<file path="src/rtl/ugs_pkg.sv">
// ----------------------------------------------------------------------------
// ugs_pkg
// Shared types, register indexes, reset values and arithmetic constants of
// the ultrasonic gate sequencer.
// ----------------------------------------------------------------------------
package ugs_pkg;

    localparam int OP_W     = 2;
    localparam int ECHO_W   = 15;
    localparam int PHASE_W  = 3;
    localparam int ANGLE_W  = 8;
    localparam int PULSE_W  = 11;
    localparam int DIST_W   = 10;
    localparam int THRESH_W = 10;
    localparam int STEP_W   = 8;
    localparam int TIMER_W  = 16;
    localparam int CFG_IDX_W  = 3;
    localparam int CFG_DATA_W = 16;

    localparam int MID_DEPTH_DEF = 4;
    localparam int OUT_DEPTH_DEF = 2;

    localparam logic [OP_W-1:0] OP_TICK  = 2'd0;
    localparam logic [OP_W-1:0] OP_ENTRY = 2'd1;
    localparam logic [OP_W-1:0] OP_EXIT  = 2'd2;

    localparam logic [CFG_IDX_W-1:0] CFG_THRESHOLD = 3'd0;
    localparam logic [CFG_IDX_W-1:0] CFG_STEP      = 3'd1;
    localparam logic [CFG_IDX_W-1:0] CFG_HOLD      = 3'd2;
    localparam logic [CFG_IDX_W-1:0] CFG_COOLDOWN  = 3'd3;
    localparam logic [CFG_IDX_W-1:0] CFG_OPEN      = 3'd4;

    localparam logic [THRESH_W-1:0] THRESHOLD_RST = 10'd30;
    localparam logic [STEP_W-1:0]   STEP_RST      = 8'd10;
    localparam logic [TIMER_W-1:0]  HOLD_RST      = 16'd3000;
    localparam logic [TIMER_W-1:0]  COOLDOWN_RST  = 16'd500;
    localparam logic [ANGLE_W-1:0]  OPEN_RST      = 8'd180;

    localparam logic [ANGLE_W-1:0] MAX_ANGLE = 8'd180;

    // distance = (echo * 1124 + 32768) >> 16
    localparam int DIST_PROD_W = 26;
    localparam logic [DIST_PROD_W-1:0] DIST_MUL   = 26'd1124;
    localparam logic [DIST_PROD_W-1:0] DIST_ROUND = 26'd32768;

    // floor(angle * 1000 / 180) == (angle * 364091) >> 16 for angle <= 255
    localparam int PULSE_PROD_W = 27;
    localparam logic [PULSE_PROD_W-1:0] PULSE_MUL  = 27'd364091;
    localparam logic [PULSE_W-1:0]      PULSE_BASE = 11'd1000;

    typedef enum logic [PHASE_W-1:0] {
        PH_CLOSED   = 3'd0,
        PH_OPENING  = 3'd1,
        PH_OPEN     = 3'd2,
        PH_HOLDING  = 3'd3,
        PH_CLOSING  = 3'd4,
        PH_COOLDOWN = 3'd5
    } t_phase;

    typedef enum logic [1:0] {
        K_TICK  = 2'd0,
        K_ENTRY = 2'd1,
        K_EXIT  = 2'd2,
        K_NONE  = 2'd3
    } t_kind;

    typedef struct packed {
        t_kind               kind;
        logic [DIST_W-1:0]   dist_cm;
        logic                seen;
    } t_cmd;

    typedef struct packed {
        t_phase              phase;
        logic [ANGLE_W-1:0]  angle;
        logic [PULSE_W-1:0]  pulse;
        logic [DIST_W-1:0]   dist_cm;
        logic                seen;
    } t_res;

    typedef struct packed {
        logic [STEP_W-1:0]   step_period;
        logic [TIMER_W-1:0]  hold_time;
        logic [TIMER_W-1:0]  cooldown;
        logic [ANGLE_W-1:0]  open_angle;
    } t_cfg;

endpackage

</file>
<file path="src/rtl/ugs_fifo.sv">
// ----------------------------------------------------------------------------
// ugs_fifo
// Small register FIFO used between front and back and on the result side.
// ----------------------------------------------------------------------------
module ugs_fifo #(
    parameter int WIDTH = 8,
    parameter int DEPTH = 4
) (
    input  logic             i_clk,
    input  logic             i_rst_n,
    input  logic             i_push,
    input  logic [WIDTH-1:0] i_data,
    output logic             o_full,
    input  logic             i_pop,
    output logic [WIDTH-1:0] o_data,
    output logic             o_empty
);

    localparam int AW = (DEPTH > 1) ? $clog2(DEPTH) : 1;
    localparam int CW = $clog2(DEPTH + 1);

    logic [WIDTH-1:0] r_mem [DEPTH];
    logic [AW-1:0]    r_wr, n_wr;
    logic [AW-1:0]    r_rd, n_rd;
    logic [CW-1:0]    r_cnt, n_cnt;
    logic             do_push, do_pop;

    assign o_full  = (r_cnt == CW'(DEPTH));
    assign o_empty = (r_cnt == '0);
    assign do_push = i_push && !o_full;
    assign do_pop  = i_pop && !o_empty;
    assign o_data  = r_mem[r_rd];

    always_comb begin
        n_wr  = r_wr;
        n_rd  = r_rd;
        n_cnt = r_cnt;
        if (do_push) begin
            n_wr = (r_wr == AW'(DEPTH - 1)) ? '0 : r_wr + 1'b1;
        end
        if (do_pop) begin
            n_rd = (r_rd == AW'(DEPTH - 1)) ? '0 : r_rd + 1'b1;
        end
        if (do_push && !do_pop) begin
            n_cnt = r_cnt + 1'b1;
        end else if (do_pop && !do_push) begin
            n_cnt = r_cnt - 1'b1;
        end
    end

    always_ff @(posedge i_clk) begin
        if (!i_rst_n) begin
            r_wr  <= '0;
            r_rd  <= '0;
            r_cnt <= '0;
        end else begin
            r_wr  <= n_wr;
            r_rd  <= n_rd;
            r_cnt <= n_cnt;
        end
    end

    always_ff @(posedge i_clk) begin
        if (do_push) begin
            r_mem[r_wr] <= i_data;
        end
    end

    a_cnt_bound: assert property (@(posedge i_clk) disable iff (!i_rst_n)
        r_cnt <= CW'(DEPTH))
        else $error("fifo count above depth");

    a_push_only: assert property (@(posedge i_clk) disable iff (!i_rst_n)
        (do_push && !do_pop) |=> (r_cnt == $past(r_cnt) + 1'b1))
        else $error("fifo count did not grow on push");

endmodule

</file>
<file path="src/rtl/ugs_front.sv">
// ----------------------------------------------------------------------------
// ugs_front
// Classifies an incoming item: converts echo time to distance and flags a
// vehicle below threshold.
// ----------------------------------------------------------------------------
module ugs_front (
    input  logic [ugs_pkg::OP_W-1:0]     i_op,
    input  logic [ugs_pkg::ECHO_W-1:0]   i_echo_us,
    input  logic                         i_echo_timeout,
    input  logic [ugs_pkg::THRESH_W-1:0] i_threshold,
    output ugs_pkg::t_cmd                o_cmd
);

    logic [ugs_pkg::DIST_PROD_W-1:0] prod;
    logic [ugs_pkg::DIST_W-1:0]      dist_cm;
    logic                            reading;

    assign prod = ugs_pkg::DIST_PROD_W'(i_echo_us) * ugs_pkg::DIST_MUL
                + ugs_pkg::DIST_ROUND;
    assign dist_cm = prod[ugs_pkg::DIST_PROD_W-1:16];

    assign reading = (i_op == ugs_pkg::OP_ENTRY) || (i_op == ugs_pkg::OP_EXIT);

    always_comb begin
        case (i_op)
            ugs_pkg::OP_TICK:  o_cmd.kind = ugs_pkg::K_TICK;
            ugs_pkg::OP_ENTRY: o_cmd.kind = ugs_pkg::K_ENTRY;
            ugs_pkg::OP_EXIT:  o_cmd.kind = ugs_pkg::K_EXIT;
            default:           o_cmd.kind = ugs_pkg::K_NONE;
        endcase
        if (reading && !i_echo_timeout) begin
            o_cmd.dist_cm = dist_cm;
            o_cmd.seen    = (dist_cm < i_threshold);
        end else begin
            o_cmd.dist_cm = '0;
            o_cmd.seen    = 1'b0;
        end
    end

endmodule

</file>
<file path="src/rtl/ugs_back.sv">
// ----------------------------------------------------------------------------
// ugs_back
// Gate phase sequencer: applies ticks and detections, sweeps the servo
// angle and forms the result item.
// ----------------------------------------------------------------------------
module ugs_back (
    input  logic           i_clk,
    input  logic           i_rst_n,
    input  ugs_pkg::t_cfg  i_cfg,
    input  ugs_pkg::t_cmd  i_cmd,
    input  logic           i_cmd_valid,
    output logic           o_cmd_pop,
    input  logic           i_res_ready,
    output logic           o_res_push,
    output ugs_pkg::t_res  o_res
);

    ugs_pkg::t_phase                  r_phase, n_phase;
    logic [ugs_pkg::ANGLE_W-1:0]      r_angle, n_angle;
    logic [ugs_pkg::TIMER_W-1:0]      r_ms, n_ms;

    logic                             proc;
    logic [ugs_pkg::TIMER_W-1:0]      ms_inc;
    logic [ugs_pkg::TIMER_W-1:0]      step_per;
    logic                             step_done, hold_done, cool_done;
    logic [ugs_pkg::ANGLE_W-1:0]      eff_open;
    logic [ugs_pkg::PULSE_PROD_W-1:0] pulse_prod;

    assign proc       = i_cmd_valid && i_res_ready;
    assign o_cmd_pop  = proc;
    assign o_res_push = proc;

    assign ms_inc    = r_ms + 1'b1;
    assign step_per  = (i_cfg.step_period == '0) ? ugs_pkg::TIMER_W'(1)
                                                 : ugs_pkg::TIMER_W'(i_cfg.step_period);
    assign step_done = (ms_inc >= step_per) || (ms_inc == '0);
    assign hold_done = (ms_inc >= i_cfg.hold_time) || (ms_inc == '0);
    assign cool_done = (ms_inc >= i_cfg.cooldown) || (ms_inc == '0);

    assign eff_open = (i_cfg.open_angle == '0) ? ugs_pkg::ANGLE_W'(1) :
                      (i_cfg.open_angle > ugs_pkg::MAX_ANGLE) ? ugs_pkg::MAX_ANGLE :
                      i_cfg.open_angle;

    // next phase
    always_comb begin
        n_phase = r_phase;
        if (proc) begin
            case (i_cmd.kind)
                ugs_pkg::K_TICK: begin
                    case (r_phase)
                        ugs_pkg::PH_OPENING: begin
                            if (step_done && !(r_angle < eff_open)) begin
                                n_phase = ugs_pkg::PH_OPEN;
                            end
                        end
                        ugs_pkg::PH_HOLDING: begin
                            if (hold_done) n_phase = ugs_pkg::PH_CLOSING;
                        end
                        ugs_pkg::PH_CLOSING: begin
                            if (step_done && (r_angle == '0)) begin
                                n_phase = ugs_pkg::PH_COOLDOWN;
                            end
                        end
                        ugs_pkg::PH_COOLDOWN: begin
                            if (cool_done) n_phase = ugs_pkg::PH_CLOSED;
                        end
                        default: n_phase = r_phase;
                    endcase
                end
                ugs_pkg::K_ENTRY: begin
                    if (i_cmd.seen && (r_phase == ugs_pkg::PH_CLOSED)) begin
                        n_phase = ugs_pkg::PH_OPENING;
                    end
                end
                ugs_pkg::K_EXIT: begin
                    if (i_cmd.seen && (r_phase == ugs_pkg::PH_OPEN)) begin
                        n_phase = ugs_pkg::PH_HOLDING;
                    end
                end
                default: n_phase = r_phase;
            endcase
        end
    end

    // angle and ms counter
    always_comb begin
        n_angle = r_angle;
        n_ms    = r_ms;
        if (proc) begin
            case (i_cmd.kind)
                ugs_pkg::K_TICK: begin
                    case (r_phase)
                        ugs_pkg::PH_OPENING: begin
                            n_ms = step_done ? '0 : ms_inc;
                            if (step_done && (r_angle < eff_open)) begin
                                n_angle = r_angle + 1'b1;
                            end
                        end
                        ugs_pkg::PH_HOLDING:  n_ms = hold_done ? '0 : ms_inc;
                        ugs_pkg::PH_CLOSING: begin
                            n_ms = step_done ? '0 : ms_inc;
                            if (step_done && (r_angle != '0)) begin
                                n_angle = r_angle - 1'b1;
                            end
                        end
                        ugs_pkg::PH_COOLDOWN: n_ms = cool_done ? '0 : ms_inc;
                        default:              n_ms = r_ms;
                    endcase
                end
                ugs_pkg::K_ENTRY: begin
                    if (i_cmd.seen && (r_phase == ugs_pkg::PH_CLOSED)) n_ms = '0;
                end
                ugs_pkg::K_EXIT: begin
                    if (i_cmd.seen && (r_phase == ugs_pkg::PH_OPEN)) n_ms = '0;
                end
                default: n_ms = r_ms;
            endcase
        end
    end

    assign pulse_prod = ugs_pkg::PULSE_PROD_W'(n_angle) * ugs_pkg::PULSE_MUL;

    always_comb begin
        o_res.phase   = n_phase;
        o_res.angle   = n_angle;
        o_res.pulse   = ugs_pkg::PULSE_BASE
                      + ugs_pkg::PULSE_W'(pulse_prod[ugs_pkg::PULSE_PROD_W-1:16]);
        o_res.dist_cm = i_cmd.dist_cm;
        o_res.seen    = i_cmd.seen;
    end

    always_ff @(posedge i_clk) begin
        if (!i_rst_n) begin
            r_phase <= ugs_pkg::PH_CLOSED;
            r_angle <= '0;
            r_ms    <= '0;
        end else begin
            r_phase <= n_phase;
            r_angle <= n_angle;
            r_ms    <= n_ms;
        end
    end

    a_angle_max: assert property (@(posedge i_clk) disable iff (!i_rst_n)
        r_angle <= ugs_pkg::MAX_ANGLE)
        else $error("servo angle above range");

    a_closed_zero: assert property (@(posedge i_clk) disable iff (!i_rst_n)
        ((r_phase == ugs_pkg::PH_CLOSED) || (r_phase == ugs_pkg::PH_COOLDOWN))
        |-> (r_angle == '0))
        else $error("gate not at zero angle while closed or cooling down");

    a_idle_hold: assert property (@(posedge i_clk) disable iff (!i_rst_n)
        !proc |=> ($stable(r_phase) && $stable(r_angle) && $stable(r_ms)))
        else $error("sequencer state changed without a transaction");

endmodule

</file>
<file path="src/rtl/ultrasonic_gate_sequencer_core.sv">
// ----------------------------------------------------------------------------
// ultrasonic_gate_sequencer_core
// Barrier gate sequencer driven by 1 ms ticks and ultrasonic echo readings.
// ----------------------------------------------------------------------------
// Input channel: push/full. Each transaction is a tick (op 0), an entry
// reading (op 1) or an exit reading (op 2) with echo time and timeout flag.
// Result channel: empty/pop. Every input transaction yields one result:
// gate phase, servo angle, servo pulse width, distance and vehicle flag.
// Config channel: i_cfg_valid/o_cfg_ready with register index and data;
// always ready, write only while the block is idle.
// Path: the accepting edge writes the classified command into the command
// queue; when the sequencer pops it, the sequencer step is written into the
// result queue, whose head drives the result ports.
// Throughput: one transaction per cycle while the result queue has room;
// the sequencer step has no busy state, so it never holds the flow itself.
// When pop is held low the result queue fills, the sequencer stops, then
// the command queue fills and full rises; nothing is dropped.
// Reset: queues empty, phase closed, angle 0, registers at their defaults.
// ----------------------------------------------------------------------------
module ultrasonic_gate_sequencer_core #(
    parameter int MID_DEPTH = ugs_pkg::MID_DEPTH_DEF,
    parameter int OUT_DEPTH = ugs_pkg::OUT_DEPTH_DEF
) (
    input  logic                           i_clk,
    input  logic                           i_rst_n,
    input  logic                           push,
    output logic                           full,
    input  logic [ugs_pkg::OP_W-1:0]       i_op,
    input  logic [ugs_pkg::ECHO_W-1:0]     i_echo_us,
    input  logic                           i_echo_timeout,
    output logic                           empty,
    input  logic                           pop,
    output logic [ugs_pkg::PHASE_W-1:0]    o_gate_phase,
    output logic [ugs_pkg::ANGLE_W-1:0]    o_servo_angle,
    output logic [ugs_pkg::PULSE_W-1:0]    o_servo_pulse_us,
    output logic [ugs_pkg::DIST_W-1:0]     o_distance_cm,
    output logic                           o_vehicle_seen,
    input  logic                           i_cfg_valid,
    output logic                           o_cfg_ready,
    input  logic [ugs_pkg::CFG_IDX_W-1:0]  i_cfg_index,
    input  logic [ugs_pkg::CFG_DATA_W-1:0] i_cfg_data
);

    localparam int CMD_W = $bits(ugs_pkg::t_cmd);
    localparam int RES_W = $bits(ugs_pkg::t_res);

    logic [ugs_pkg::THRESH_W-1:0] r_threshold;
    ugs_pkg::t_cfg                r_cfg;
    logic                         cfg_wr;

    ugs_pkg::t_cmd    front_cmd;
    logic [CMD_W-1:0] mid_out;
    logic             mid_empty;
    logic             cmd_pop;
    ugs_pkg::t_res    back_res;
    logic             res_push;
    logic             out_full;
    logic [RES_W-1:0] out_data;
    ugs_pkg::t_res    res;

    assign o_cfg_ready = 1'b1;
    assign cfg_wr      = i_cfg_valid && o_cfg_ready;

    always_ff @(posedge i_clk) begin
        if (!i_rst_n) begin
            r_threshold       <= ugs_pkg::THRESHOLD_RST;
            r_cfg.step_period <= ugs_pkg::STEP_RST;
            r_cfg.hold_time   <= ugs_pkg::HOLD_RST;
            r_cfg.cooldown    <= ugs_pkg::COOLDOWN_RST;
            r_cfg.open_angle  <= ugs_pkg::OPEN_RST;
        end else if (cfg_wr) begin
            case (i_cfg_index)
                ugs_pkg::CFG_THRESHOLD: r_threshold <= i_cfg_data[ugs_pkg::THRESH_W-1:0];
                ugs_pkg::CFG_STEP:      r_cfg.step_period <= i_cfg_data[ugs_pkg::STEP_W-1:0];
                ugs_pkg::CFG_HOLD:      r_cfg.hold_time <= i_cfg_data;
                ugs_pkg::CFG_COOLDOWN:  r_cfg.cooldown <= i_cfg_data;
                ugs_pkg::CFG_OPEN:      r_cfg.open_angle <= i_cfg_data[ugs_pkg::ANGLE_W-1:0];
                default:                r_threshold <= r_threshold;
            endcase
        end
    end

    ugs_front u_front (
        .i_op           (i_op),
        .i_echo_us      (i_echo_us),
        .i_echo_timeout (i_echo_timeout),
        .i_threshold    (r_threshold),
        .o_cmd          (front_cmd)
    );

    ugs_fifo #(
        .WIDTH (CMD_W),
        .DEPTH (MID_DEPTH)
    ) u_mid_q (
        .i_clk   (i_clk),
        .i_rst_n (i_rst_n),
        .i_push  (push),
        .i_data  (front_cmd),
        .o_full  (full),
        .i_pop   (cmd_pop),
        .o_data  (mid_out),
        .o_empty (mid_empty)
    );

    ugs_back u_back (
        .i_clk       (i_clk),
        .i_rst_n     (i_rst_n),
        .i_cfg       (r_cfg),
        .i_cmd       (ugs_pkg::t_cmd'(mid_out)),
        .i_cmd_valid (!mid_empty),
        .o_cmd_pop   (cmd_pop),
        .i_res_ready (!out_full),
        .o_res_push  (res_push),
        .o_res       (back_res)
    );

    ugs_fifo #(
        .WIDTH (RES_W),
        .DEPTH (OUT_DEPTH)
    ) u_out_q (
        .i_clk   (i_clk),
        .i_rst_n (i_rst_n),
        .i_push  (res_push),
        .i_data  (back_res),
        .o_full  (out_full),
        .i_pop   (pop),
        .o_data  (out_data),
        .o_empty (empty)
    );

    assign res              = ugs_pkg::t_res'(out_data);
    assign o_gate_phase     = res.phase;
    assign o_servo_angle    = res.angle;
    assign o_servo_pulse_us = res.pulse;
    assign o_distance_cm    = res.dist_cm;
    assign o_vehicle_seen   = res.seen;

endmodule
</file>
<file path="config.mk">
export PLATFORM = sky130hd
export DESIGN_NAME = ultrasonic_gate_sequencer_core
export DESIGN_NICKNAME = d
export VERILOG_FILES = /design/src/rtl/ugs_pkg.sv /design/src/rtl/ugs_fifo.sv /design/src/rtl/ugs_front.sv /design/src/rtl/ugs_back.sv /design/src/rtl/ultrasonic_gate_sequencer_core.sv
export SDC_FILE = /design/constraint.sdc
export NUM_CORES = 1
export LEC_CHECK = 0
export BUFFER_PORTS_ARGS = -buffer_cell sky130_fd_sc_hd__buf_2
export CAP_MARGIN = 20
export CORE_UTILIZATION = 50
export CTS_CLUSTER_DIAMETER = 200
export DETAILED_ROUTE_END_ITERATION = 12
export PLACE_DENSITY = 0.77
export REMOVE_ABC_BUFFERS = 1
export SLEW_MARGIN = 15
export SYNTH_ARGS = -nofsm -noshare
export SYNTH_HDL_FRONTEND = slang
export SYNTH_SLANG_ARGS = --single-unit
</file>
<file path="constraint.sdc">
create_clock -name i_clk -period 9.3 [get_ports i_clk]
set_input_delay 0.93 -clock i_clk [delete_from_list [all_inputs] [get_ports i_clk]]
set_output_delay 0.93 -clock i_clk [all_outputs]
set_load 0.02 [all_outputs]
</file>
==> results.md <==
- Maximum clock insertion buffer count: 3
- Cell Rows: 63
- DR vias: 10,890
- Dpl ws: 0.2284 ns
- Die area: 0.03091 mm2
- Commonest non-fill, non-tap cell in the layout: inv_1
- Area share of the largest cell type after synthesis: 0.2346
- CP Class: reg -> reg
- Post-synthesis compound-gate area fraction: 0.1168
- Via density: 5.552
- Commonest cells after routing, fill and taps aside: inv_1, ha_1, nand2_1
- Worst setup margin: 0.5343 ns
- Drt wl/cell: 16.46 um
- First-pass GRT wire length: 53,560 um
- Hold path startpoint: r_cfg[34]
- Met1 usage: 0.2732
- Fin nets: 1,852
- Layout Skew: 0.01739 ns
- Number of flops mapped to enable cells by yosys: 118
- Port bufs: 76
- Slew @ Worst Pin: 1.030 ns
- Met2 Usage GRT: 0.3826
- P per Cell Area: 219.7 mW/mm2
- Routability-driven placement congestion ratio: 0.9002
- Synth Area in XOR/XNOR: 0.03528
- Average instance area after synthesis: 10.17 um2
- GR Overflow Total: 0
- I/O pin count: 78
- Hold path cells: 2
- Achievable frequency: 114.1 MHz
- Largest net degree at the start of global routing: 69
- Mapped cell area: 0.01511 mm2
- CP startpoint kind: flop
- Mapped Cells: 1,486
- Antenna-violating nets left: 0
- Clock latency on the worst-skew pair: 0.51 ns
- Worst-path clk slew: 0.06 ns
- Synth Area in Adders: 0.2397
- Clock root cell: clkbuf_16
- Core area: 0.02972 mm2
- Critical Path Max Stage Delay: 0.58 ns
- # hold bufs at CTS: 0
- Post-synthesis register bit count: 217
- Busiest grt layer: met2
- Crit-path most repeated cell: fa_1
- Die height: 175.8 um
- Initial DRC count: 734
- RR Startpoint: u_back.r_ms[3]
- Critical Path RT: 9.55 ns
- Dpl hpwl: 24,820 um
- Maximum vdd drop: 121.1 uV
- Final Max Slew Viols: 0
- Initial antenna violation count: 0
- Final WL: 32,300 um
- Register area: 0.005528 mm2
- CTS Buf Count: 24
- Ys async rst share: 0
- Post-synthesis mux area share: 0.04936
- DRT Pass-1 Iters: 5
- Maxcap violations: 0
- CP endpoint kind: flop
- Placed insts: 1,917
- Vias in the first global route: 11,050
- Residual DRC: 0
- Total negative setup slack: 0 ns
- Area of the multi-input gates: 0.008636 mm2
- Tcrit/Tclk final: 0.9425
- Hold Vio Cnt, Final: 0
- Worst hold path class: reg -> reg
- Setup Viol. Count Final: 0
- Status: finished clean
- Setup Buffers After CTS: 0
- Worst reg-to-reg setup slack: 0.53 ns
- H-tree levels: 1
- Unrepaired setup endpoints after global routing: false
- Min cycle time layout: 8.766 ns
- End of the worst hold path: r_cfg[34]
- Slew margin rel.: 0.3107
- Buffers & Inverters on Critical Path: 4
- Synth warn: 0
- Leakage power: 7.630 nW
- Layout cells sized above 1: 0.1375
- Critical path's top delay family: compound AO/OA/AOI/OAI gates
- Fillers: 2,510
- CP max FO: 9
- CP Data Arrival Time: 9.01 ns
- Largest family of logic cells by synthesized area: adder cells
- Simple-gate share of the synthesized area: 0.1264
- Worst R2R End: u_out_q.r_mem[1][21]
- Crit path max-delay cell type: fa_1
- Synth area leader: edfxtp_1
- Initial Utilization: 0.5084
- Chip width: 175.8 um
- Largest cells by area after synthesis: edfxtp_1, ha_1, dfxtp_1
- CTS tree: done
- Ys flop type: edfxtp_1
- CTS sink cnt: 217
- Register area share after synthesis: 0.3657
- Finished Layout Cells: 1,962
- Layout area overhead: 10.25%
- Worst Reg-to-Reg Cells: 30
- GRT met3 Usage: 0.01905
- Gr usage total: 0.2133
- Synth cell types: 86
==> stage by stage <==
step / cell area (um2) / total power, mW / util / hold WS (ns)
2_1_floorplan: 14870 / 2.357 / - / 0.4363
3_3_place_gp: 15830 / 2.698 / 0.5327 / 0.4425
3_5_place_dp: 15830 / 2.761 / 0.5327 / 0.4474
4_1_cts: 16600 / 3.688 / 0.5586 / 0.4561
5_1_grt: 16650 / 3.890 / 0.5604 / 0.4748
6_report: 16660 / 3.660 / 0.5605 / 0.4534
==> cell usage after synthesis, drive strengths merged, types with 13 or more instances <==
cell	n
inv	204
ha	203
nand2	145
edfxtp	118
dfxtp	99
nor2	80
a21oi	73
fa	54
o21ai	37
xnor2	35
mux2	34
nand3	33
o211ai	30
clkbuf	29
xor2	25
a21o	23
nor3	21
buf	17
nand4	16
a22oi	14
and2	14
or3	14
mux4	13
==> registers in the layout (all words and copies together) (netlist names), named ones only <==
| name | flops |
|---|---|
| u_back.r_ms | 16 |
| u_out_q.r_mem | 66 |
| u_mid_q.r_rd | 2 |
| u_out_q.r_cnt | 2 |
| u_back.r_angle | 8 |
| r_cfg | 48 |
| u_mid_q.r_cnt | 3 |
| u_mid_q.r_wr | 2 |
| u_out_q.r_rd | 1 |
| u_mid_q.r_mem | 52 |
| u_back.r_phase | 3 |
| u_out_q.r_wr | 1 |
| r_threshold | 10 |
==> tightest hold or removal path: stages, from the launching register on <==
cell	delay, ns
dfxtp_1	0.31
nand2_1	0.05
a21oi_1	0.05
==> cell families (layout without fill, tap and decap cells) <==
family,Yosys count,after routing
flip-flops,217,217
XOR/XNOR,60,60
adder cells (fa/ha/maj),257,257
multiplexers,54,54
other,1,2
AND/OR/NAND/NOR,390,390
AO/OA/AOI/OAI,256,256
buffers and inverters,251,336
==> how the worst max path moves through the flow <==
stage                         from                    to  cells past startpoint
global route              r_cfg[0]  u_out_q.r_mem[0][21]                     31
finish              u_back.r_ms[3]  u_out_q.r_mem[1][21]                     30
CTS                 u_back.r_ms[0]  u_out_q.r_mem[0][21]                     31
global placement    u_back.r_ms[0]  u_out_q.r_mem[0][21]                     31
detailed placement  u_back.r_ms[0]  u_out_q.r_mem[0][21]                     31
floorplan           u_back.r_ms[0]  u_out_q.r_mem[0][21]                     30
==> what timing repair did <==
item	4_1_cts	5_1_grt
endpoints found under the hold margin	0	0
setup endpoints to repair	0	6
gates resized for setup	0	9
==> layout make-up <==
class / count / share of cell area
tap: 390 / 0.02930
multi-input combinational: 1018 / 0.5185
clock buffer: 28 / 0.03824
clock inverter: 16 / 0.007963
sequential: 217 / 0.3319
timing repair buffer: 87 / 0.02779
antenna: 1 / 0.0001502
inverter: 205 / 0.04620
==> power breakdown <==
group	switching (mW)	internal (mW)	leakage, nW	total, mW
logic	0.853	0.570	5.37	1.42
registers	0.0763	1.24	1.89	1.32
clock network	0.374	0.544	0.362	0.918
==> per-layer routing <==
metal	part of all wire	routed length, um
met5	0	0
met4	0.023	735
met3	0.042	1366
met2	0.50	16020
met1	0.44	14180
Power figures use the tool's default switching activity.
